$ cat config.mk
export PLATFORM = sky130hd
export DESIGN_NAME = display_frame_translator_top
export DESIGN_NICKNAME = d
export VERILOG_FILES = /design/src/dft_pkg.sv /design/src/dft_xlate.sv /design/src/display_frame_translator_top.sv
export SDC_FILE = /design/constraint.sdc
export NUM_CORES = 1
export LEC_CHECK = 0
export BUFFER_PORTS_ARGS = -buffer_cell sky130_fd_sc_hd__buf_2
export CAP_MARGIN = 25
export CORE_MARGIN = 5
export CORE_UTILIZATION = 38
export DETAILED_ROUTE_END_ITERATION = 6
export PLACE_DENSITY = 0.62
export SLEW_MARGIN = 25
export SYNTH_ARGS = -nofsm -noshare
export SYNTH_HDL_FRONTEND = slang
export SYNTH_SLANG_ARGS = --single-unit
$ cat constraint.sdc
create_clock -name clk_i -period 9.7 [get_ports clk_i]
set_clock_uncertainty 0.2 [all_clocks]
set_input_delay 0 -clock clk_i [delete_from_list [all_inputs] [get_ports clk_i]]
set_output_delay 0 -clock clk_i [all_outputs]
set_load 0.01 [all_outputs]
$ cat src/dft_pkg.sv
`timescale 1ns / 1ps
// ----------------------------------------------------------------------------
// dft_pkg
// Shared types, constants and helpers for the display frame translator.
// ----------------------------------------------------------------------------

package dft_pkg;

  localparam logic [7:0]  FrameHead   = 8'h80;
  localparam logic [6:0]  DigitBlank  = 7'h7f;
  localparam logic [6:0]  LogoFlag    = 7'h40;
  localparam logic [6:0]  InspectFlag = 7'h08;
  localparam logic [14:0] FloorNone   = 15'h7fff;

  typedef enum logic {
    OP_FRAME = 1'b0,
    OP_TICK  = 1'b1
  } op_e;

  typedef enum logic [1:0] {
    FB_NONE    = 2'd0,
    FB_FLOOR   = 2'd1,
    FB_INSPECT = 2'd2,
    FB_ZERO    = 2'd3
  } fb_mode_e;

  typedef enum logic [1:0] {
    CFG_COINCIDE  = 2'd0,
    CFG_DOOR_SND  = 2'd1,
    CFG_FB_MODE   = 2'd2,
    CFG_FB_PERIOD = 2'd3
  } cfg_idx_e;

  typedef struct packed {
    logic       operation;
    logic [7:0] header_byte;
    logic [7:0] status_byte;
    logic [7:0] tens_byte;
    logic [7:0] units_byte;
    logic [7:0] motion_byte;
    logic [7:0] alarm_byte;
    logic [7:0] service_byte;
  } in_word_t;

  typedef struct packed {
    logic [6:0] hundreds_digit;
    logic [6:0] tens_digit;
    logic [6:0] units_digit;
    logic [4:0] basic_functions;
    logic [6:0] function_one;
    logic [6:0] function_two;
    logic [1:0] function_three;
    logic [6:0] check_byte;
  } out_word_t;

  typedef struct packed {
    logic        coincide_mode;
    logic        door_open_sound;
    fb_mode_e    fallback_mode;
    logic [15:0] fallback_period;
  } cfg_t;

  // frame decode status toward the top level
  typedef struct packed {
    logic        head_ok;
    logic [14:0] floor_now;
    logic [15:0] func_now;
  } xlate_stat_t;

  function automatic out_word_t build_word(logic [6:0] h, logic [6:0] t, logic [6:0] u,
                                           logic [4:0] b, logic [6:0] f1, logic [6:0] f2,
                                           logic [1:0] f3);
    out_word_t w;
    w.hundreds_digit  = h;
    w.tens_digit      = t;
    w.units_digit     = u;
    w.basic_functions = b;
    w.function_one    = f1;
    w.function_two    = f2;
    w.function_three  = f3;
    w.check_byte      = h ^ t ^ u ^ {2'b00, b} ^ f1 ^ f2 ^ {5'b00000, f3};
    return w;
  endfunction

endpackage

$ cat src/dft_xlate.sv
`timescale 1ns / 1ps
// ----------------------------------------------------------------------------
// dft_xlate
// Maps one controller status frame onto a display word, with coincide-mode
// suppression and blanking against the last floor and function values.
// ----------------------------------------------------------------------------

module dft_xlate (
  input  dft_pkg::in_word_t    word_i,
  input  dft_pkg::cfg_t        cfg_i,
  input  logic [14:0]          last_floor_i,
  input  logic [15:0]          last_func_i,
  output dft_pkg::out_word_t   word_o,
  output dft_pkg::xlate_stat_t stat_o
);

  logic        moved;
  logic        arrive, run, down, up, door_open, door_close, talk, blank;
  logic [6:0]  f1, f2, tens, units;
  logic [1:0]  f3;
  logic [4:0]  basic;
  logic [14:0] floor_now;
  logic [15:0] func_now;

  always_comb begin
    tens      = word_i.tens_byte[6:0];
    units     = word_i.units_byte[6:0];
    floor_now = {tens, 1'b0, units};
    moved     = (floor_now != last_floor_i) && cfg_i.coincide_mode;

    arrive    = word_i.motion_byte[0];
    run       = word_i.motion_byte[1];
    down      = ~word_i.motion_byte[2];
    up        = ~word_i.motion_byte[3];
    door_open = cfg_i.door_open_sound & arrive;
    talk      = moved & word_i.service_byte[6];
    basic     = {talk, arrive, run, down, up};

    door_close = 1'b0;
    f1         = '0;
    f2         = '0;
    f3         = '0;
    if (!moved) begin
      door_close = word_i.status_byte[5];
      f1 = {word_i.alarm_byte[3], word_i.alarm_byte[2], word_i.motion_byte[6],
            word_i.alarm_byte[4], word_i.status_byte[1], word_i.status_byte[0],
            word_i.motion_byte[4]};
      f2 = {1'b0, word_i.alarm_byte[0], 1'b0, word_i.motion_byte[5],
            word_i.alarm_byte[5], word_i.service_byte[3], word_i.service_byte[0]};
      f3 = {door_open, door_close};
    end

    func_now = {f3, f2, f1};
    blank    = (func_now != last_func_i) && cfg_i.coincide_mode && !moved
               && !(door_close || door_open);

    word_o = dft_pkg::build_word(blank ? dft_pkg::DigitBlank : 7'd0,
                                 blank ? dft_pkg::DigitBlank : tens,
                                 blank ? dft_pkg::DigitBlank : units,
                                 basic, f1, f2, f3);

    stat_o.head_ok   = (word_i.header_byte == dft_pkg::FrameHead);
    stat_o.floor_now = floor_now;
    stat_o.func_now  = func_now;
  end

endmodule

$ cat src/display_frame_translator_top.sv
`timescale 1ns / 1ps
// ----------------------------------------------------------------------------
// display_frame_translator_top
// Frame and tick intake, fallback timer, and a two-word output buffer.
// ----------------------------------------------------------------------------
// Results are registered in the output buffer before they reach out_word_o.
// Throughput: one word per cycle; input stalls only when both output slots
// are full.
// Reset: config zero, last floor none, last function zero, timer stopped,
// output buffer empty.

module display_frame_translator_top (
  input  logic               clk_i,
  input  logic               rst_ni,
  input  logic               cfg_we_i,
  input  logic [1:0]         cfg_index_i,
  input  logic [15:0]        cfg_data_i,
  input  logic               in_valid_i,
  output logic               in_ready_o,
  input  dft_pkg::in_word_t  in_word_i,
  output logic               out_valid_o,
  input  logic               out_ready_i,
  output dft_pkg::out_word_t out_word_o
);

  dft_pkg::cfg_t        cfg_q;
  dft_pkg::out_word_t   xl_word, res_word, buf0_q, buf0_d, buf1_q, buf1_d;
  dft_pkg::xlate_stat_t xl_stat;

  logic [14:0] last_floor_q, last_floor_d;
  logic [15:0] last_func_q, last_func_d;
  logic        phase_q, phase_d, running_q, running_d;
  logic [15:0] elapsed_q, elapsed_d, elapsed_inc, limit;
  logic        v0_q, v0_d, v1_q, v1_d;
  logic        accept, res_valid, push, pop, fire, next_phase;
  logic [6:0]  t_t, t_u, t_f1, t_f2;

  dft_xlate u_xlate (
    .word_i       (in_word_i),
    .cfg_i        (cfg_q),
    .last_floor_i (last_floor_q),
    .last_func_i  (last_func_q),
    .word_o       (xl_word),
    .stat_o       (xl_stat)
  );

  assign in_ready_o  = ~v1_q;
  assign accept      = in_valid_i & in_ready_o;
  assign out_valid_o = v0_q;
  assign out_word_o  = buf0_q;

  always_comb begin
    last_floor_d = last_floor_q;
    last_func_d  = last_func_q;
    phase_d      = phase_q;
    running_d    = running_q;
    elapsed_d    = elapsed_q;
    res_valid    = 1'b0;
    res_word     = xl_word;

    limit       = (cfg_q.fallback_period == 16'd0) ? 16'd1 : cfg_q.fallback_period;
    elapsed_inc = elapsed_q + 16'd1;
    fire        = running_q && (elapsed_inc >= limit);
    next_phase  = ~phase_q;

    t_t  = '0;
    t_u  = '0;
    t_f1 = '0;
    t_f2 = '0;
    case (cfg_q.fallback_mode)
      dft_pkg::FB_FLOOR: begin
        if (next_phase) begin
          t_f2 = dft_pkg::LogoFlag;
        end else begin
          t_t = last_floor_q[14:8];
          t_u = last_floor_q[6:0];
        end
      end
      dft_pkg::FB_INSPECT: begin
        if (next_phase) begin
          t_f1 = dft_pkg::InspectFlag;
        end else begin
          t_f2 = dft_pkg::LogoFlag;
        end
      end
      default: ;
    endcase

    if (in_word_i.operation == dft_pkg::OP_TICK) begin
      if (running_q) begin
        elapsed_d = fire ? 16'd0 : elapsed_inc;
        if (fire) begin
          if (cfg_q.fallback_mode == dft_pkg::FB_NONE) begin
            phase_d   = 1'b0;
            running_d = 1'b0;
          end else begin
            phase_d   = next_phase;
            res_valid = 1'b1;
            res_word  = dft_pkg::build_word(7'd0, t_t, t_u, 5'd0, t_f1, t_f2, 2'd0);
          end
        end
      end
    end else if (xl_stat.head_ok) begin
      res_valid    = 1'b1;
      last_floor_d = xl_stat.floor_now;
      last_func_d  = xl_stat.func_now;
      if (cfg_q.fallback_mode != dft_pkg::FB_NONE) begin
        phase_d   = 1'b0;
        running_d = 1'b1;
        elapsed_d = 16'd0;
      end
    end
  end

  // two-slot output buffer
  assign push = accept & res_valid;
  assign pop  = v0_q & out_ready_i;

  always_comb begin
    v0_d   = v0_q;
    v1_d   = v1_q;
    buf0_d = buf0_q;
    buf1_d = buf1_q;
    case ({push, pop})
      2'b10: begin
        if (!v0_q) begin
          v0_d   = 1'b1;
          buf0_d = res_word;
        end else begin
          v1_d   = 1'b1;
          buf1_d = res_word;
        end
      end
      2'b01: begin
        buf0_d = buf1_q;
        v0_d   = v1_q;
        v1_d   = 1'b0;
      end
      2'b11: begin
        if (v1_q) begin
          buf0_d = buf1_q;
          buf1_d = res_word;
        end else begin
          buf0_d = res_word;
        end
      end
      default: ;
    endcase
  end

  always_ff @(posedge clk_i or negedge rst_ni) begin
    if (!rst_ni) begin
      cfg_q        <= '0;
      last_floor_q <= dft_pkg::FloorNone;
      last_func_q  <= '0;
      phase_q      <= 1'b0;
      running_q    <= 1'b0;
      elapsed_q    <= '0;
      v0_q         <= 1'b0;
      v1_q         <= 1'b0;
    end else begin
      if (cfg_we_i) begin
        unique case (dft_pkg::cfg_idx_e'(cfg_index_i))
          dft_pkg::CFG_COINCIDE:  cfg_q.coincide_mode   <= cfg_data_i[0];
          dft_pkg::CFG_DOOR_SND:  cfg_q.door_open_sound <= cfg_data_i[0];
          dft_pkg::CFG_FB_MODE:   cfg_q.fallback_mode   <= dft_pkg::fb_mode_e'(cfg_data_i[1:0]);
          dft_pkg::CFG_FB_PERIOD: cfg_q.fallback_period <= cfg_data_i;
          default: ;
        endcase
      end
      if (accept) begin
        last_floor_q <= last_floor_d;
        last_func_q  <= last_func_d;
        phase_q      <= phase_d;
        running_q    <= running_d;
        elapsed_q    <= elapsed_d;
      end
      v0_q <= v0_d;
      v1_q <= v1_d;
    end
  end

  always_ff @(posedge clk_i) begin
    buf0_q <= buf0_d;
    buf1_q <= buf1_d;
  end

endmodule
==> impl_metrics.sql <==
INSERT INTO impl_metrics (metric_group, metric, value, unit) VALUES
('layout', 'fin_util', '48.8', '%'),
('placed_design', 'detailedPlacementHpwl', '12.8', 'mm'),
('timing', 'hold_viol', '0', ''),
('status', 'status', 'complete, no violations', ''),
('pwr', 'power.switching_fraction', '29.0', '%'),
('yosys', 'seq_area_frac_synth', '53.7', '%'),
('setup_path', 'timing.critical_path.fanout_max', '52', ''),
('yosys', 'synth_top_cells_by_area', 'sky130_fd_sc_hd__edfxtp_1 32%, sky130_fd_sc_hd__dfrtp_1 17%, sky130_fd_sc_hd__nand2_1 5.6%', ''),
('pwr', 'share_seq_of_total_power', '45.0', '%'),
('timing', 'slew_headroom', '39.0', '%'),
('run', 'max_cap_viols', '0', ''),
('routing', 'drt_first_iter_violations', '364', ''),
('setup_path', 'setup.worst_path.class', 'flop to flop', ''),
('floorplanning', 'dieArea', '0.0239', 'mm²'),
('layout', 'finalInstanceArea', '0.00996', 'mm²'),
('setup_path', 'critical_path.slowest_cell', 'sky130_fd_sc_hd__or2_2', ''),
('hold_path', 'min_path_type', 'input port to flop', ''),
('yosys', 'cell_count_after_synthesis', '728', ''),
('global_routing', 'grt.total_usage', '16.6', '%'),
('yosys', 'synth_top_cell_by_area', 'sky130_fd_sc_hd__edfxtp_1', ''),
('global_routing', 'grt_pass1_wl', '31.7', 'mm'),
('floorplanning', 'placementRows', '52', ''),
('yosys', 'mux_share_of_post_synthesis_cell_area', '4.95', '%'),
('yosys', 'per_instance_average_area_after_synthesis', '10.9', 'µm²'),
('clock_tree', 'ctsHtreeMaxLevel', '4', ''),
('yosys', 'dominantRegCellSynth', 'sky130_fd_sc_hd__edfxtp_1', ''),
('global_routing', 'grt_max_degree', '70', ''),
('setup_path', 'crit_path_start_kind', 'flop', ''),
('routing', 'route.vias.total', '5979', ''),
('pwr', 'combinationalPowerShare', '20.4', '%'),
('timing', 'post-route-min-period', '5.83', 'ns'),
('clock_tree', 'cts-root-to-sink-buffers', '2', ''),
('floorplanning', 'start_util', '38.9', '%'),
('yosys', 'synth.net_count', '828', ''),
('clock_tree', 'cts_inserted_buffers', '17', ''),
('setup_path', 'cp.required', '9.64', 'ns'),
('yosys', 'combinational_family_with_the_most_area_after_synthesis', 'simple AND/OR/NAND/NOR gates', ''),
('pwr', 'clock_group_share_of_total_power', '34.6', '%'),
('floorplanning', 'area_of_the_core', '0.0204', 'mm²'),
('timing', 'rsz0062_at_grt', 'false', ''),
('routing', 'detail_route.wl_per_cell', '16.0', 'µm'),
('yosys', 'ys_warn_count', '0', ''),
('layout', 'area_occupied_by_multi_input_gates', '0.00345', 'mm²'),
('global_routing', 'antenna_found_initial', '0', ''),
('yosys', 'adder_cell_share_of_the_synthesized_area', '3.15', '%'),
('layout', 'fin_cells', '1178', ''),
('yosys', 'share_of_the_synthesized_area_in_compound_gates_ao_oa_aoi_oai', '13.7', '%'),
('timing', 'fin_setup_tns', '0', 'ns'),
('routing', 'ant_nets', '0', ''),
('setup_path', 'path_common_cell', 'sky130_fd_sc_hd__ha_1', ''),
('yosys', 'share_of_the_synthesized_area_in_the_top_cell_type', '31.8', '%'),
('layout', 'fin_nets', '995', ''),
('setup_path', 'crit_arrival', '5.77', 'ns'),
('timing', 'timing.final.max_slew_violations', '0', ''),
('global_routing', 'global_route.overflow_total', '0', ''),
('layout', 'ff_latch_area', '0.00427', 'mm²'),
('placed_design', 'routabilityCongestion', '0.798', ''),
('yosys', 'syn-cell-area', '0.00794', 'mm²'),
('clock_tree', 'cts.sink_count', '153', ''),
('pwr', 'cell_internal_pwr', '1.29', 'mW'),
('routing', 'number_of_iterations_in_the_first_detailed_routing_pass', '5', ''),
('timing', 'setup_viol', '0', ''),
('layout', 'syn2layout_area_growth', '25.4', '%'),
('setup_path', 'regToRegSetupSlack', '3.87', 'ns'),
('timing', 'post-route-period-util', '60.1', '%'),
('placed_design', 'place.port_buffers', '113', ''),
('layout', 'fillCellCount', '1899', ''),
('floorplanning', 'io_pins', '131', ''),
('layout', 'n_antenna_cell', '0', ''),
('yosys', 'netlist-cell-type-count', '60', ''),
('placed_design', 'place_area', '0.00877', 'mm²');
-- placed cells by master (no fill, tap or decap), drive strengths merged, types with 3 or more instances in the layout --
master	count
inv	27
ha	20
nor3	6
clkinv	5
o221ai	3
a22oi	6
nand2b	4
o31ai	5
a2bb2oi	12
clkinvlp	4
dlygate4sd3	63
clkbuf	18
dfstp	15
a22o	18
a21oi	11
and3	6
or4	4
nor2b	7
a211oi	4
nand3	22
a21o	6
nor2	43
o21a	3
mux2	34
nor3b	5
dfrtp	54
nand4	7
a21boi	3
o22ai	3
and2	5
nor4	7
edfxtp	84
xnor2	30
nand2	118
o21ai	64
xor2	35
buf	122
-- routing by layer --
| layer | wire [µm] | vias to the layer above | GRT usage (%) |
|---|---|---|---|
| li1 | - | 2951 | - |
| met1 | 8740 | 2872 | 22.4 |
| met2 | 9060 | 138 | 27.6 |
| met3 | 855 | 18 | 3.05 |
| met4 | 201 | 0 | 4.29 |
| met5 | 0 | - | 0 |
-- critical path, delay by kind of cell (launching register included) --
kind / cells / cell delay (ns)
buffers and inverters: 4 / 0.78
DFF: 1 / 0.44
adders and majority gates: 3 / 0.65
and+or+nand+nor: 11 / 2.22
xor gates and xnor gates: 1 / 0.08
AOI/OAI and AO/OA: 6 / 1.20
-- synth_stat cells, types with 5 or more instances --
cell,number
sky130_fd_sc_hd__a21o_1,6
sky130_fd_sc_hd__a21oi_1,11
sky130_fd_sc_hd__a22o_1,18
sky130_fd_sc_hd__a22oi_1,6
sky130_fd_sc_hd__a2bb2oi_2,9
sky130_fd_sc_hd__and2_1,5
sky130_fd_sc_hd__and3_1,6
sky130_fd_sc_hd__buf_4,9
sky130_fd_sc_hd__clkbuf_1,27
sky130_fd_sc_hd__dfrtp_1,54
sky130_fd_sc_hd__dfstp_2,15
sky130_fd_sc_hd__edfxtp_1,84
sky130_fd_sc_hd__ha_1,20
sky130_fd_sc_hd__inv_1,23
sky130_fd_sc_hd__mux2_2,34
sky130_fd_sc_hd__nand2_1,118
sky130_fd_sc_hd__nand3_1,22
sky130_fd_sc_hd__nand4_1,7
sky130_fd_sc_hd__nor2_1,43
sky130_fd_sc_hd__nor2b_1,7
sky130_fd_sc_hd__nor3_1,6
sky130_fd_sc_hd__nor3b_1,5
sky130_fd_sc_hd__nor4_1,7
sky130_fd_sc_hd__o21ai_0,64
sky130_fd_sc_hd__o31ai_1,5
sky130_fd_sc_hd__xnor2_1,30
sky130_fd_sc_hd__xor2_1,35
-- layout make-up --
cell class                 count  share of cell area, %
tap                          270                   3.39
sequential                   153                   42.9
multi-input combinational    515                   34.7
inverter                      23                  0.867
clock inverter                14                   1.23
timing repair buffer         185                   12.7
clock buffer                  18                   4.31
-- cells by family after synthesis --
logic type / Yosys count
compound gates: 152
xor+xnor: 65
fa+ha+maj: 20
buf+inv: 60
flops: 153
mux: 35
other cells: 1
simple gates: 242
-- state kept, by name, summed over array words and instances, names as in the netlist --
name and flops:
elapsed_q 16, buf1_q 42, out_word_o 42, phase_q 1
running_q 1, last_floor_q 15, v1_q 1, last_func_q 14
out_valid_o 1, cfg_q 20
-- path summary, 6_finish.rpt --
check | from | endpoint | cells past startpoint
worst max-delay path | elapsed_q[0] | out_word_o[47] | 25
min in group asynchronous | rst_ni | cfg_q[11] | 3
worst max register to register | elapsed_q[0] | out_word_o[47] | 25
worst min register to register | last_floor_q[7] | last_floor_q[7] | 1
max in group asynchronous | rst_ni | last_func_q[10] | 3
worst min-delay path | cfg_data_i[4] | cfg_q[4] | 3
-- stage by stage --
| stage | total power [mW] | hold slack, ns |
|---|---|---|
| after floorplan | 1.05 | -0.496 |
| after global placement | 1.18 | 0.0318 |
| after detailed placement | 1.19 | 0.0348 |
| after CTS | 1.84 | 0.118 |
| after global routing | 1.92 | 0.127 |
| final | 1.82 | 0.131 |
-- power by group through the flow --
| stage | combinational (mW) | sequential [mW] | clock [mW] |
|---|---|---|---|
| 6_report | 0.371 | 0.820 | 0.630 |
| 2_1_floorplan | 0.195 | 0.854 | 0 |
| 3_5_place_dp | 0.355 | 0.833 | 0 |
| 3_3_place_gp | 0.351 | 0.831 | 0 |
| 4_1_cts | 0.377 | 0.820 | 0.643 |
| 5_1_grt | 0.414 | 0.830 | 0.672 |
-- what timing repair did --
action	CTS	global route
endpoints found under the hold margin	174	0
resized for setup	0	0
setup buffers	0	0
hold buffers	63	0
Note: power is estimated with default switching activity, not from simulation.
